File: src/cubic_hermite_resampler_defines.svh
// assertion macros shared by the resampler rtl
`ifndef CUBIC_HERMITE_RESAMPLER_DEFINES_SVH
`define CUBIC_HERMITE_RESAMPLER_DEFINES_SVH

// same-cycle implication, checked on every clock while out of reset
`define CHR_ASSERT_IMP(label, ante, cons, msg) \
  label: assert property (@(posedge clk) disable iff (rst) (ante) |-> (cons)) \
    else $error(msg);

// next-cycle implication, checked on every clock while out of reset
`define CHR_ASSERT_NXT(label, ante, cons, msg) \
  label: assert property (@(posedge clk) disable iff (rst) (ante) |=> (cons)) \
    else $error(msg);

`endif

File: src/chr_pkg.sv
// shared types and constants for the cubic hermite resampler
`timescale 1ns / 1ps
`default_nettype none

package chr_pkg;

  // fraction bits of the phase accumulator and the phase step
  localparam int FRAC_BITS = 16;

  // width of the phase step register
  localparam int STEP_W = 19;

  // reset value of the phase step, 1.0 in q16
  localparam logic [STEP_W-1:0] PHASE_STEP_RESET = 19'd65536;

  // most results one source frame can produce
  localparam int MAX_OUT = 64;

  // register word indexes
  localparam logic REG_PHASE_STEP = 1'b0;

  // sequencer states
  typedef enum logic [3:0] {
    ST_IDLE,
    ST_PREP,
    ST_CHECK,
    ST_SQ_WAIT,
    ST_CUBE,
    ST_CUBE_WAIT,
    ST_COEF,
    ST_CHAN,
    ST_EMIT,
    ST_FIN
  } chr_state_t;

  // control of the shared multiply-accumulate unit
  typedef struct packed {
    logic mul;    // issue a product this cycle
    logic first;  // start a new sum from the init value
  } chr_mac_ctrl_t;

endpackage

`default_nettype wire

File: src/chr_mac.sv
// shared multiply-accumulate unit: registered product, then accumulate
`timescale 1ns / 1ps
`default_nettype none

module chr_mac import chr_pkg::*; #(
  parameter int A_W   = 26,
  parameter int B_W   = 19,
  parameter int ACC_W = 47
) (
  input  wire logic                    clk,
  input  wire logic                    rst,
  input  wire chr_mac_ctrl_t           ctrl,
  input  wire logic signed [A_W-1:0]   a,
  input  wire logic signed [B_W-1:0]   b,
  input  wire logic signed [ACC_W-1:0] init,
  output logic signed [ACC_W-1:0]      acc
);

  logic signed [A_W+B_W-1:0] prod;
  logic signed [ACC_W-1:0]   init_d;
  logic                      add_d;
  logic                      first_d;
  logic signed [ACC_W-1:0]   base;

  // product stage
  always_ff @(posedge clk) begin
    if (ctrl.mul) begin
      prod   <= a * b;
      init_d <= init;
    end
  end

  // control is registered alongside the product, so the two line up at the accumulate stage
  always_ff @(posedge clk) begin
    if (rst) begin
      add_d   <= 1'b0;
      first_d <= 1'b0;
    end else begin
      add_d   <= ctrl.mul;
      first_d <= ctrl.first;
    end
  end

  // accumulate stage
  assign base = first_d ? init_d : acc;

  always_ff @(posedge clk) begin
    if (add_d) begin
      acc <= base + ACC_W'(prod);
    end
  end

endmodule

`default_nettype wire

File: src/cubic_hermite_resampler.sv
// cubic hermite resampler top level: history, phase sequencer, output register
// Stereo sample-rate converter, one source frame in, zero or more frames out.
// Input channel: in_left, in_right, silent with in_valid / in_stall. A request is
// taken when in_valid is high and in_stall low; in_stall stays high while a
// frame is being worked on.
// Output channel: out_left, out_right, past_end, last_of_run with out_valid /
// out_stall. last_of_run marks the final result caused by one input frame.
// Each result goes through one shared multiplier under a small sequencer:
// two products for the cubic weights, then three per channel. A frame holds
// in_stall high while its results are made, also when it yields no result,
// and the sequencer passes through idle before the next request can be taken;
// on average about 65536 / phase_step results per frame (at most 64 results).
// Per result the states run ST_CHECK, ST_SQ_WAIT, ST_CUBE, ST_CUBE_WAIT,
// ST_COEF, ST_CHAN and ST_EMIT; ST_PREP comes first and ST_FIN last per frame.
// When the receiver stalls, the finished result waits in the output register
// and the sequencer holds before loading the next one; a new input request is
// taken while the last result of a frame still waits.
// phase_step must be written over the apb-style port at byte address 0
// while idle; the block does not enforce this. Reset clears the history,
// phase and end flag and sets phase_step to 1.0; in_stall is held high during reset.
`timescale 1ns / 1ps
`default_nettype none
`include "cubic_hermite_resampler_defines.svh"

module cubic_hermite_resampler import chr_pkg::*; #(
  parameter int SAMPLE_BITS = 24
) (
  input  wire logic                          clk,
  input  wire logic                          rst,
  // configuration port
  input  wire logic                          psel,
  input  wire logic                          penable,
  input  wire logic                          pwrite,
  input  wire logic [2:0]                    paddr,
  input  wire logic [31:0]                   pwdata,
  output logic [31:0]                        prdata,
  output logic                               pready,
  // source frames
  input  wire logic                          in_valid,
  output logic                               in_stall,
  input  wire logic signed [SAMPLE_BITS-1:0] in_left,
  input  wire logic signed [SAMPLE_BITS-1:0] in_right,
  input  wire logic                          silent,
  // interpolated frames
  output logic                               out_valid,
  input  wire logic                          out_stall,
  output logic signed [SAMPLE_BITS-1:0]      out_left,
  output logic signed [SAMPLE_BITS-1:0]      out_right,
  output logic                               past_end,
  output logic                               last_of_run
);

  localparam int F       = FRAC_BITS;
  localparam int S       = SAMPLE_BITS;
  localparam int PHASE_W = ((F > STEP_W) ? F : STEP_W) + 1;
  localparam int A_W     = ((S + 2) > (F + 2)) ? (S + 2) : (F + 2);
  localparam int B_W     = F + 3;
  localparam int ACC_W   = A_W + B_W + 2;
  localparam int RES_W   = ACC_W - F;
  localparam int NCNT_W  = $clog2(MAX_OUT + 1);

  localparam logic [PHASE_W-1:0] ONE_UNIT  = PHASE_W'(1) << F;
  localparam logic [PHASE_W-1:0] PHASE_LIM = PHASE_W'(1) << STEP_W;
  localparam logic [STEP_W-1:0]  STEP_MIN  = STEP_W'(1) << (F - 6);
  localparam logic signed [ACC_W-1:0] ROUND_HALF = ACC_W'(1) << (F - 1);
  localparam logic signed [ACC_W-1:0] ROUND_ONE  = ACC_W'(1) << F;

  chr_state_t state, state_next;

  logic [STEP_W-1:0]         phase_step;
  logic [STEP_W-1:0]         step_q;
  logic [PHASE_W-1:0]        phase;
  logic                      ended;
  logic signed [S-1:0]       hist_l [4];
  logic signed [S-1:0]       hist_r [4];
  logic signed [A_W-1:0]     dif [2][3];
  logic [F:0]                m2;
  logic signed [B_W-1:0]     h01, h10, h11;
  logic signed [S-1:0]       res_l;
  logic signed [S-1:0]       res_r;
  logic [NCNT_W-1:0]         run_cnt;
  logic                      ch;
  logic [2:0]                k;

  chr_mac_ctrl_t             mac_ctrl;
  logic signed [A_W-1:0]     mac_a;
  logic signed [B_W-1:0]     mac_b;
  logic signed [ACC_W-1:0]   mac_init;
  logic signed [ACC_W-1:0]   acc;

  logic                      in_take;
  logic                      cfg_wr;
  logic [F-1:0]              m;
  logic [F:0]                acc_hi;
  logic [PHASE_W-1:0]        phase_adv;
  logic                      emit_load;
  logic                      emit_last;
  logic signed [B_W-1:0]     h11_c, z_c, h01_c, h10_c;
  logic signed [S-1:0]       y1_sel;
  logic signed [RES_W-1:0]   res_sum;
  logic signed [S-1:0]       res_sat;

  // configuration port
  assign pready = 1'b1;
  assign cfg_wr = psel && penable && pwrite && pready;

  always_ff @(posedge clk) begin
    if (rst) begin
      phase_step <= PHASE_STEP_RESET;
    end else if (cfg_wr && (paddr[2] == REG_PHASE_STEP)) begin
      phase_step <= pwdata[STEP_W-1:0];
    end
  end

  assign prdata = (paddr[2] == REG_PHASE_STEP) ? 32'(phase_step) : 32'd0;

  // handshake
  assign in_stall  = rst || (state != ST_IDLE);
  assign in_take   = in_valid && !in_stall;

  // common datapath terms
  assign m         = phase[F-1:0];
  assign acc_hi    = acc[F +: F+1];
  assign phase_adv = phase + PHASE_W'(step_q);
  assign emit_last = (phase_adv >= ONE_UNIT) || (run_cnt == NCNT_W'(MAX_OUT - 1));
  assign emit_load = (state == ST_EMIT) && !(out_valid && out_stall);

  // hermite weights from m, m^2 and m^3
  always_comb begin
    h11_c = $signed(B_W'(acc_hi)) - $signed(B_W'(m2));
    z_c   = $signed(B_W'(m2)) - h11_c;
    h01_c = z_c - h11_c;
    h10_c = $signed(B_W'(m)) - z_c;
  end

  // round, add the base sample and saturate
  always_comb begin
    y1_sel  = ch ? hist_r[1] : hist_l[1];
    res_sum = RES_W'(y1_sel) + RES_W'($signed(acc[ACC_W-1:F+1]));
    if (!res_sum[RES_W-1] && (|res_sum[RES_W-2:S-1])) begin
      res_sat = {1'b0, {(S-1){1'b1}}};
    end else if (res_sum[RES_W-1] && !(&res_sum[RES_W-2:S-1])) begin
      res_sat = {1'b1, {(S-1){1'b0}}};
    end else begin
      res_sat = res_sum[S-1:0];
    end
  end

  // state register
  always_ff @(posedge clk) begin
    if (rst) begin
      state <= ST_IDLE;
    end else begin
      state <= state_next;
    end
  end

  // next state and shared unit control
  always_comb begin
    state_next     = state;
    mac_ctrl.mul   = 1'b0;
    mac_ctrl.first = 1'b0;
    mac_a          = '0;
    mac_b          = '0;
    mac_init       = ROUND_ONE;
    case (state)
      ST_IDLE: begin
        if (in_take) begin
          state_next = ST_PREP;
        end
      end
      ST_PREP: begin
        state_next = ST_CHECK;
      end
      ST_CHECK: begin
        if (phase < ONE_UNIT) begin
          mac_ctrl.mul   = 1'b1;
          mac_ctrl.first = 1'b1;
          mac_a          = $signed(A_W'(m));
          mac_b          = $signed(B_W'(m));
          mac_init       = ROUND_HALF;
          state_next     = ST_SQ_WAIT;
        end else begin
          state_next = ST_FIN;
        end
      end
      ST_SQ_WAIT: begin
        state_next = ST_CUBE;
      end
      ST_CUBE: begin
        mac_ctrl.mul   = 1'b1;
        mac_ctrl.first = 1'b1;
        mac_a          = $signed(A_W'(acc_hi));
        mac_b          = $signed(B_W'(m));
        mac_init       = ROUND_HALF;
        state_next     = ST_CUBE_WAIT;
      end
      ST_CUBE_WAIT: begin
        state_next = ST_COEF;
      end
      ST_COEF: begin
        state_next = ST_CHAN;
      end
      ST_CHAN: begin
        case (k)
          3'd0: begin
            mac_ctrl.mul   = 1'b1;
            mac_ctrl.first = 1'b1;
            mac_a          = dif[ch][0];
            mac_b          = h01;
          end
          3'd1: begin
            mac_ctrl.mul = 1'b1;
            mac_a        = dif[ch][1];
            mac_b        = h10;
          end
          3'd2: begin
            mac_ctrl.mul = 1'b1;
            mac_a        = dif[ch][2];
            mac_b        = h11;
          end
          default: begin
            mac_ctrl.mul = 1'b0;
          end
        endcase
        if ((k == 3'd4) && ch) begin
          state_next = ST_EMIT;
        end
      end
      ST_EMIT: begin
        if (emit_load) begin
          state_next = emit_last ? ST_FIN : ST_CHECK;
        end
      end
      ST_FIN: begin
        state_next = ST_IDLE;
      end
      default: begin
        state_next = ST_IDLE;
      end
    endcase
  end

  // shared multiply-accumulate unit
  chr_mac #(
    .A_W   (A_W),
    .B_W   (B_W),
    .ACC_W (ACC_W)
  ) u_mac (
    .clk  (clk),
    .rst  (rst),
    .ctrl (mac_ctrl),
    .a    (mac_a),
    .b    (mac_b),
    .init (mac_init),
    .acc  (acc)
  );

  // history, phase and end flag
  always_ff @(posedge clk) begin
    if (rst) begin
      for (int i = 0; i < 4; i++) begin
        hist_l[i] <= '0;
        hist_r[i] <= '0;
      end
      phase  <= '0;
      ended  <= 1'b0;
      step_q <= PHASE_STEP_RESET;
    end else begin
      if (in_take) begin
        for (int i = 0; i < 3; i++) begin
          hist_l[i] <= hist_l[i+1];
          hist_r[i] <= hist_r[i+1];
        end
        hist_l[3] <= in_left;
        hist_r[3] <= in_right;
        if (silent) begin
          ended <= 1'b1;
        end
        step_q <= (phase_step < STEP_MIN) ? STEP_MIN : phase_step;
      end
      if (emit_load) begin
        phase <= phase_adv;
      end
      if (state == ST_FIN) begin
        phase <= (phase >= ONE_UNIT) ? (phase - ONE_UNIT) : '0;
      end
    end
  end

  // sequencer counters
  always_ff @(posedge clk) begin
    if (rst) begin
      run_cnt <= '0;
      ch      <= 1'b0;
      k       <= '0;
    end else begin
      if (state == ST_FIN) begin
        run_cnt <= '0;
      end else if (emit_load) begin
        run_cnt <= run_cnt + NCNT_W'(1);
      end
      if (state == ST_COEF) begin
        ch <= 1'b0;
        k  <= '0;
      end else if (state == ST_CHAN) begin
        if (k == 3'd4) begin
          ch <= 1'b1;
          k  <= '0;
        end else begin
          k <= k + 3'd1;
        end
      end
    end
  end

  // differences of the history, fixed for the whole run
  always_ff @(posedge clk) begin
    if (state == ST_PREP) begin
      dif[0][0] <= (A_W'(hist_l[2]) - A_W'(hist_l[1])) <<< 1;
      dif[0][1] <= A_W'(hist_l[2]) - A_W'(hist_l[0]);
      dif[0][2] <= A_W'(hist_l[3]) - A_W'(hist_l[1]);
      dif[1][0] <= (A_W'(hist_r[2]) - A_W'(hist_r[1])) <<< 1;
      dif[1][1] <= A_W'(hist_r[2]) - A_W'(hist_r[0]);
      dif[1][2] <= A_W'(hist_r[3]) - A_W'(hist_r[1]);
    end
  end

  // cubic weights
  always_ff @(posedge clk) begin
    if (state == ST_CUBE) begin
      m2 <= acc_hi;
    end
    if (state == ST_COEF) begin
      h01 <= h01_c;
      h10 <= h10_c;
      h11 <= h11_c;
    end
  end

  // channel results wait here until the output register is free
  always_ff @(posedge clk) begin
    if ((state == ST_CHAN) && (k == 3'd4)) begin
      if (ch) begin
        res_r <= res_sat;
      end else begin
        res_l <= res_sat;
      end
    end
  end

  // output register
  always_ff @(posedge clk) begin
    if (rst) begin
      out_valid <= 1'b0;
    end else if (emit_load) begin
      out_valid <= 1'b1;
    end else if (!out_stall) begin
      out_valid <= 1'b0;
    end
  end

  always_ff @(posedge clk) begin
    if (emit_load) begin
      out_left    <= res_l;
      out_right   <= res_r;
      past_end    <= ended;
      last_of_run <= emit_last;
    end
  end

  // checks
  `CHR_ASSERT_IMP(a_idle_clean, state == ST_IDLE,
    (run_cnt == '0) && (phase < PHASE_LIM), "idle with a stale run count or phase")
  `CHR_ASSERT_IMP(a_run_bound, state != ST_IDLE,
    run_cnt <= NCNT_W'(MAX_OUT), "run count past its limit")
  `CHR_ASSERT_NXT(a_hist_shift, in_take,
    (hist_l[3] == $past(in_left)) && (hist_r[3] == $past(in_right)) &&
    (hist_l[2] == $past(hist_l[3])), "history did not shift on a request")
  `CHR_ASSERT_NXT(a_last_ends_run, emit_load && emit_last,
    state == ST_FIN, "last result did not close the run")

endmodule

`default_nettype wire
File: config.mk
export PLATFORM = sky130hd
export DESIGN_NAME = cubic_hermite_resampler
export DESIGN_NICKNAME = d
export VERILOG_FILES = /design/src/chr_pkg.sv /design/src/chr_mac.sv /design/src/cubic_hermite_resampler.sv
export VERILOG_INCLUDE_DIRS = /design/src /design/src/src
export SDC_FILE = /design/constraint.sdc
export NUM_CORES = 2
export LEC_CHECK = 0
export BUFFER_PORTS_ARGS = -buffer_cell sky130_fd_sc_hd__buf_2
export CAP_MARGIN = 15
export CORE_MARGIN = 10
export CORE_UTILIZATION = 50
export DETAILED_ROUTE_END_ITERATION = 10
export PLACE_DENSITY = 0.66
export SYNTH_ARGS = -nofsm -noshare
export SYNTH_HDL_FRONTEND = slang
export SYNTH_SLANG_ARGS = --single-unit
File: constraint.sdc
create_clock -name clk -period 28.5 [get_ports clk]
set_clock_uncertainty 0.2 [all_clocks]
set_input_delay 5.7 -clock clk [delete_from_list [all_inputs] [get_ports clk]]
set_output_delay 5.7 -clock clk [all_outputs]
set_load 0.1 [all_outputs]
Word-level counts from Yosys, hierarchy flattened:

Memories as Yosys holds them, arrays and structs flattened. A register that Yosys moved wholly into a read port is not among the register bits.
Index checks and enable logic that the tools add are counted.

* flip-flop bits (word level): 387
* bits in writable memories: 346
* input port bits: 91
* output and inout bits: 85
* memories kept: 3

* $add $sub $neg: 16
* $mul: 1
* $lt $le $gt $ge: 4
* equal/unequal tests: 17
* mux-type cells: 47
* bitwise logic cells: 10
* reduce and logical (&&, ||, !) cells: 30

Memory list
* dif: depth 2, bits a word 77, rd ports 1, clocked after memory_dff 1, write ports 2, RTL line cubic_hermite_resampler.sv:76 `logic signed [A_W-1:0] dif [2][3];`
* hist_l: depth 4, bits a word 24, rd ports 4, clocked after memory_dff 0, write ports 4, RTL line cubic_hermite_resampler.sv:74 `logic signed [S-1:0] hist_l [4];`
* hist_r: depth 4, bits a word 24, rd ports 4, clocked after memory_dff 0, write ports 4, RTL line cubic_hermite_resampler.sv:75 `logic signed [S-1:0] hist_r [4];`

Operators with widths (count)
* $mux W24: 11
* $pmux W26 S3: 2
* $sub A24 B24 Y25: 6
* $pmux W19 S3: 2
* $mux W20: 3
* $add A47 B45 Y47: 1
* $mux W47: 1
* $mul A26 B19 Y45: 1
* $ge A20 B17 Y1 const B: 2
* $mux W19: 2
* $pmux W4 S9: 1
* $pmux W17 S2: 1
* $mux W16: 2
* $add A24 B30 Y31: 1
* $add A20 B19 Y20: 1
* $lt A20 B17 Y1 const B: 1
* $mux W4: 5
* $sub A20 B17 Y20 const B: 1
* $lt A19 B11 Y1 const B: 1
* $sub A17 B19 Y19: 1
* $sub A18 B18 Y19: 1
* $sub A19 B18 Y19: 1
* $sub A17 B17 Y18: 1
* $mux W17: 1
* other kinds (31): 75

Logic depth before layout (Yosys ltp):

* depth in word-level cells: 8
* depth in mapped cells: 36
* gate-level depth less buffers: 32

Cells and area by module:

From an unflattened synthesis, not the netlist that was laid out.

* cell total of the unflattened synthesis: 5732
* area, all modules: 58745.1 µm²

Modules (own cells, without submodules)
* cubic_hermite_resampler: instances 1, cells each 3222, area an instance 33782.4 µm²
* chr_mac: instances 1, cells each 2510, area an instance 24962.7 µm²

Least setup slack after synthesis:

Ideal clock, no wire load.

* path type: reg2reg
* start: register state[0]
* end: memory dif[0][0] (netlist name), enable pin
* arrival: 16.069 ns
* slack: 11.150 ns
* cell stages (with the launch flop): 3
* path through: dfxtp_1 -> clkbuf_1 -> nor4b_1

RTL lines
* from (decl): RTL line cubic_hermite_resampler.sv:68 `chr_state_t state, state_next;`
* from (signal assigned): RTL line cubic_hermite_resampler.sv:154 `state <= state_next;`
* to (decl): RTL line cubic_hermite_resampler.sv:76

Worst setup path after layout:

* start: input rst
* end: output in_stall

* longest elaborated chain between the ends: 1

Ends and longest elaborated chain
* from (decl): RTL line cubic_hermite_resampler.sv:29 `input wire logic rst,`
* $logic_or A1 B1 Y1: RTL line cubic_hermite_resampler.sv:118 `assign in_stall = rst || (state != ST_IDLE);`
* to (decl): RTL line cubic_hermite_resampler.sv:40 `output logic in_stall,`

No other way between the ends.

==> results.toml <==
[yosys]
netlist-cell-type-count = 93
synth.avg_cell_area_um2 = 10.0
synth_sequential_area_ratio_pct = 34.8
synth-warning-count = 0
synth-edff-count = 607
synthesis_stage_register_bit_count = 685
netlist_top_cells_area = "sky130_fd_sc_hd__edfxtp_1 32%, sky130_fd_sc_hd__fa_1 18%, sky130_fd_sc_hd__ha_1 9.7%"
syn-cell-area_um2 = 56800
synthCells = 5682
synth-main-ff-cell = "sky130_fd_sc_hd__edfxtp_1"
synth.top_cell.area_share_pct = 32.1
synth_top_area_cell = "sky130_fd_sc_hd__edfxtp_1"
asyncSetResetFlopFracSynth_pct = 0

[timing]
rsz0062_at_grt = "false"
achievable-frequency_mhz = 77.6
time_the_worst_path_needs_with_i_o_delays_and_setup_ns = 12.89
report.final.setup_viol = 0
finalHoldViolCount = 0
timing_max_transition_violations_final = 0
postLayoutSetupSlackWorst_ns = 15.61
finalCritPeriodShare_pct = 45.2
hold-worst-slack_ns = 0.216
totalNegativeSetupSlack_ns = 0
worst_pin_slew_ns = 1.28
worst_slew_margin_relative_to_its_limit_pct = 14.8

[clock_network]
clockBufferDepth = 3
cts_resized = 0
clock_insertion_delay_worst_skew_ns = 0.64
clk_transition_reported_paths_ns = 0.05
post_cts_setup_buffers = 0
numClockSinks = 685
cts_tree = "yes"
root_buffer = "sky130_fd_sc_hd__clkbuf_16"
cts_buffers = 75
htree_levels = 3
cts-hold-fix-buffers = 0

[detailed_routing]
wire_per_inst_um = 20.8
antenna_left = 0
drc_errors = 0
vias = 41700
drt_iter0_drc = 3117
drtPass1Iterations = 6
wirelength_mm = 153
vias_per_instance = 5.65

[global_routing]
first_pass_grt_wire_length_mm = 240
number_of_antenna_violations_at_the_first_check_in_global_routing = 2
via_count_of_the_first_global_routing_pass = 42700
grt.overflow.total = 0
pin_count_of_the_biggest_net_entering_global_routing = 151
grt_use_total_pct = 24.0

[run_status]
result_of_the_run = "finished clean"

[floorplan]
placeableCoreArea_um2 = 113000
die_w_um = 357
fp-row-count = 123
initial_core_util_pct = 50.5
io_pins = 176
floorplan_die_area_um2 = 128000
die_h_um = 357

[cells_and_area]
nets = 6838
number_of_fill_cells = 10000
post_route_cells_drive_above_1_share_pct = 7.06
area.growth.synth_to_final_pct = 8.89

[setup_path]
cp_class = "in2out"
worst-r2r-cell-count = 29
worst_ep_arrival_time_ns = 6.99
timing.critical_path.cells = "buf_2 -> buf_4 -> nor2_1 -> nand2_1 -> buf_2"
regToRegStartpoint = "phase[16]$_SDFFE_PP0P_"
cpPeakStageDelay_ns = 0.48
crit_slowest_cell = "sky130_fd_sc_hd__buf_4"
worstPathMaxFanout = 53
ff2ff_setup_slack_ns = 17.00
critical-path-top-cell-by-count = "sky130_fd_sc_hd__buf_2"
cp-end-kind = "primary output"
critPathRequiredTime_ns = 22.60
timing.critical_path.from_type = "primary input"
critical_path.reg2reg.endpoint = "u_mac.prod[41]$_DFFE_PP_"

[hold_path]
hp-start = "res_l[0]$_DFFE_PP_"
timing.hold.worst.class = "reg2reg"
min_path_cells = 0
hold-path-endpoint = "out_left[0]$_DFFE_PP_"

[placed_design]
gp_routability_congestion = 0.944
place_worst_setup_slack_ns = 15.63
buffer_ports.inserted = 146
place.detailed.hpwl_mm = 116

[power]
tot_pwr_mw = 2.58
power_dens_cells_nw_per_um2 = 41.7
worst_ir_drop_vdd_uv = 53.5
p_leak_nw = 27.2

[run]
cap_viol_max_count = 0
-- cell families (layout without fill, tap and decap cells) --
logic type | after synthesis | after routing | share of synthesized area, %
buf+inv | 956 | 1128 | 6.43
simple gates | 1682 | 1682 | 13.8
mux | 15 | 15 | 0.282
fa+ha+maj | 940 | 940 | 27.3
flops | 685 | 685 | 34.8
other cells | 2 | 17 | 0.0132
compound gates | 1107 | 1107 | 12.8
xor+xnor | 295 | 295 | 4.55
-- sequential cells by signal, indices dropped and copies added (netlist names), 19 cells and up, named ones only --
signal	cells
hist_r	96
hist_l	96
phase_step	19
out_left	24
res_r	24
u_mac.acc	47
step_q	19
out_right	24
dif	150
h10	19
phase	20
u_mac.prod	45
res_l	24
h01	19
-- cell usage after synthesis, types with 124 or more instances --
master and number:
sky130_fd_sc_hd__a21oi_1 300, sky130_fd_sc_hd__nand2_1 601, sky130_fd_sc_hd__inv_1 762, sky130_fd_sc_hd__and2_1 194, sky130_fd_sc_hd__fa_1 501, sky130_fd_sc_hd__nor2b_1 124, sky130_fd_sc_hd__clkbuf_1 154, sky130_fd_sc_hd__o21ai_0 181
sky130_fd_sc_hd__xnor2_1 213, sky130_fd_sc_hd__nor2_1 431, sky130_fd_sc_hd__ha_1 439, sky130_fd_sc_hd__edfxtp_1 607
-- placed cells by master (no fill, tap or decap), types with 147 or more instances in the layout --
master / netlist / layout
sky130_fd_sc_hd__ha_1: 439 / 439
sky130_fd_sc_hd__inv_1: 762 / 761
sky130_fd_sc_hd__xnor2_1: 213 / 213
sky130_fd_sc_hd__o21ai_0: 181 / 175
sky130_fd_sc_hd__edfxtp_1: 607 / 607
sky130_fd_sc_hd__fa_1: 501 / 501
sky130_fd_sc_hd__a21oi_1: 300 / 300
sky130_fd_sc_hd__nand2_1: 601 / 600
sky130_fd_sc_hd__and2_1: 194 / 194
sky130_fd_sc_hd__nor2_1: 431 / 428
sky130_fd_sc_hd__buf_2: 5 / 147
-- worst max-delay path by stage --
stage / startpoint / slack (ns) / cells past startpoint / endpoint
finish: rst / 15.61 / 5 / in_stall
global route: rst / 15.56 / 5 / in_stall
CTS: rst / 15.62 / 5 / in_stall
detailed placement: rst / 15.63 / 5 / in_stall
global placement: rst / 15.65 / 5 / in_stall
floorplan: state[0]$_SDFFE_PP0P_ / 11.15 / 2 / dif[0][0]$_DFFE_PP_
-- area by class of cell --
type | instances | area [um2] | share of cell area, %
multi-input cells | 4053 | 33500 | 54.2
flip-flops and latches | 685 | 19800 | 32.0
inverters | 765 | 2880 | 4.65
clock buffers | 95 | 2040 | 3.29
well taps | 1500 | 1880 | 3.03
repair buffers | 227 | 1370 | 2.22
clock inverters | 41 | 393 | 0.635
diodes | 3 | 7.51 | 0.0121
-- stage by stage --
step	instances	utilization, %	area [um2]
floorplan	5694	-	56900
global placement	7226	52.7	59400
detailed placement	7226	52.7	59400
CTS	7362	54.9	61800
global route	7366	54.9	61900
finish	7369	54.9	61900
-- power breakdown --
group	internal (mW)	switching (mW)	total (mW)	leakage, nW
combinational	0.161	0.258	0.419	19.6
clock	0.563	0.411	0.974	1.17
sequential	1.17	0.0232	1.19	6.43
total	1.89	0.692	2.58	27.2
-- layer usage --
layer,vias to the layer above,track usage [%],share of wire (%)
met5,-,0,0.010
met4,2,9.83,4.4
met3,341,3.42,5.6
met2,1166,41.0,48
met1,20700,30.4,42
li1,19400,-,-
-- worst max-delay path: cells and delay by family --
family / cells / cell delay [ns]
buf+inv: 3 / 0.98
simple gates: 2 / 0.28
No activity file was read; power rests on OpenSTA's default activity.
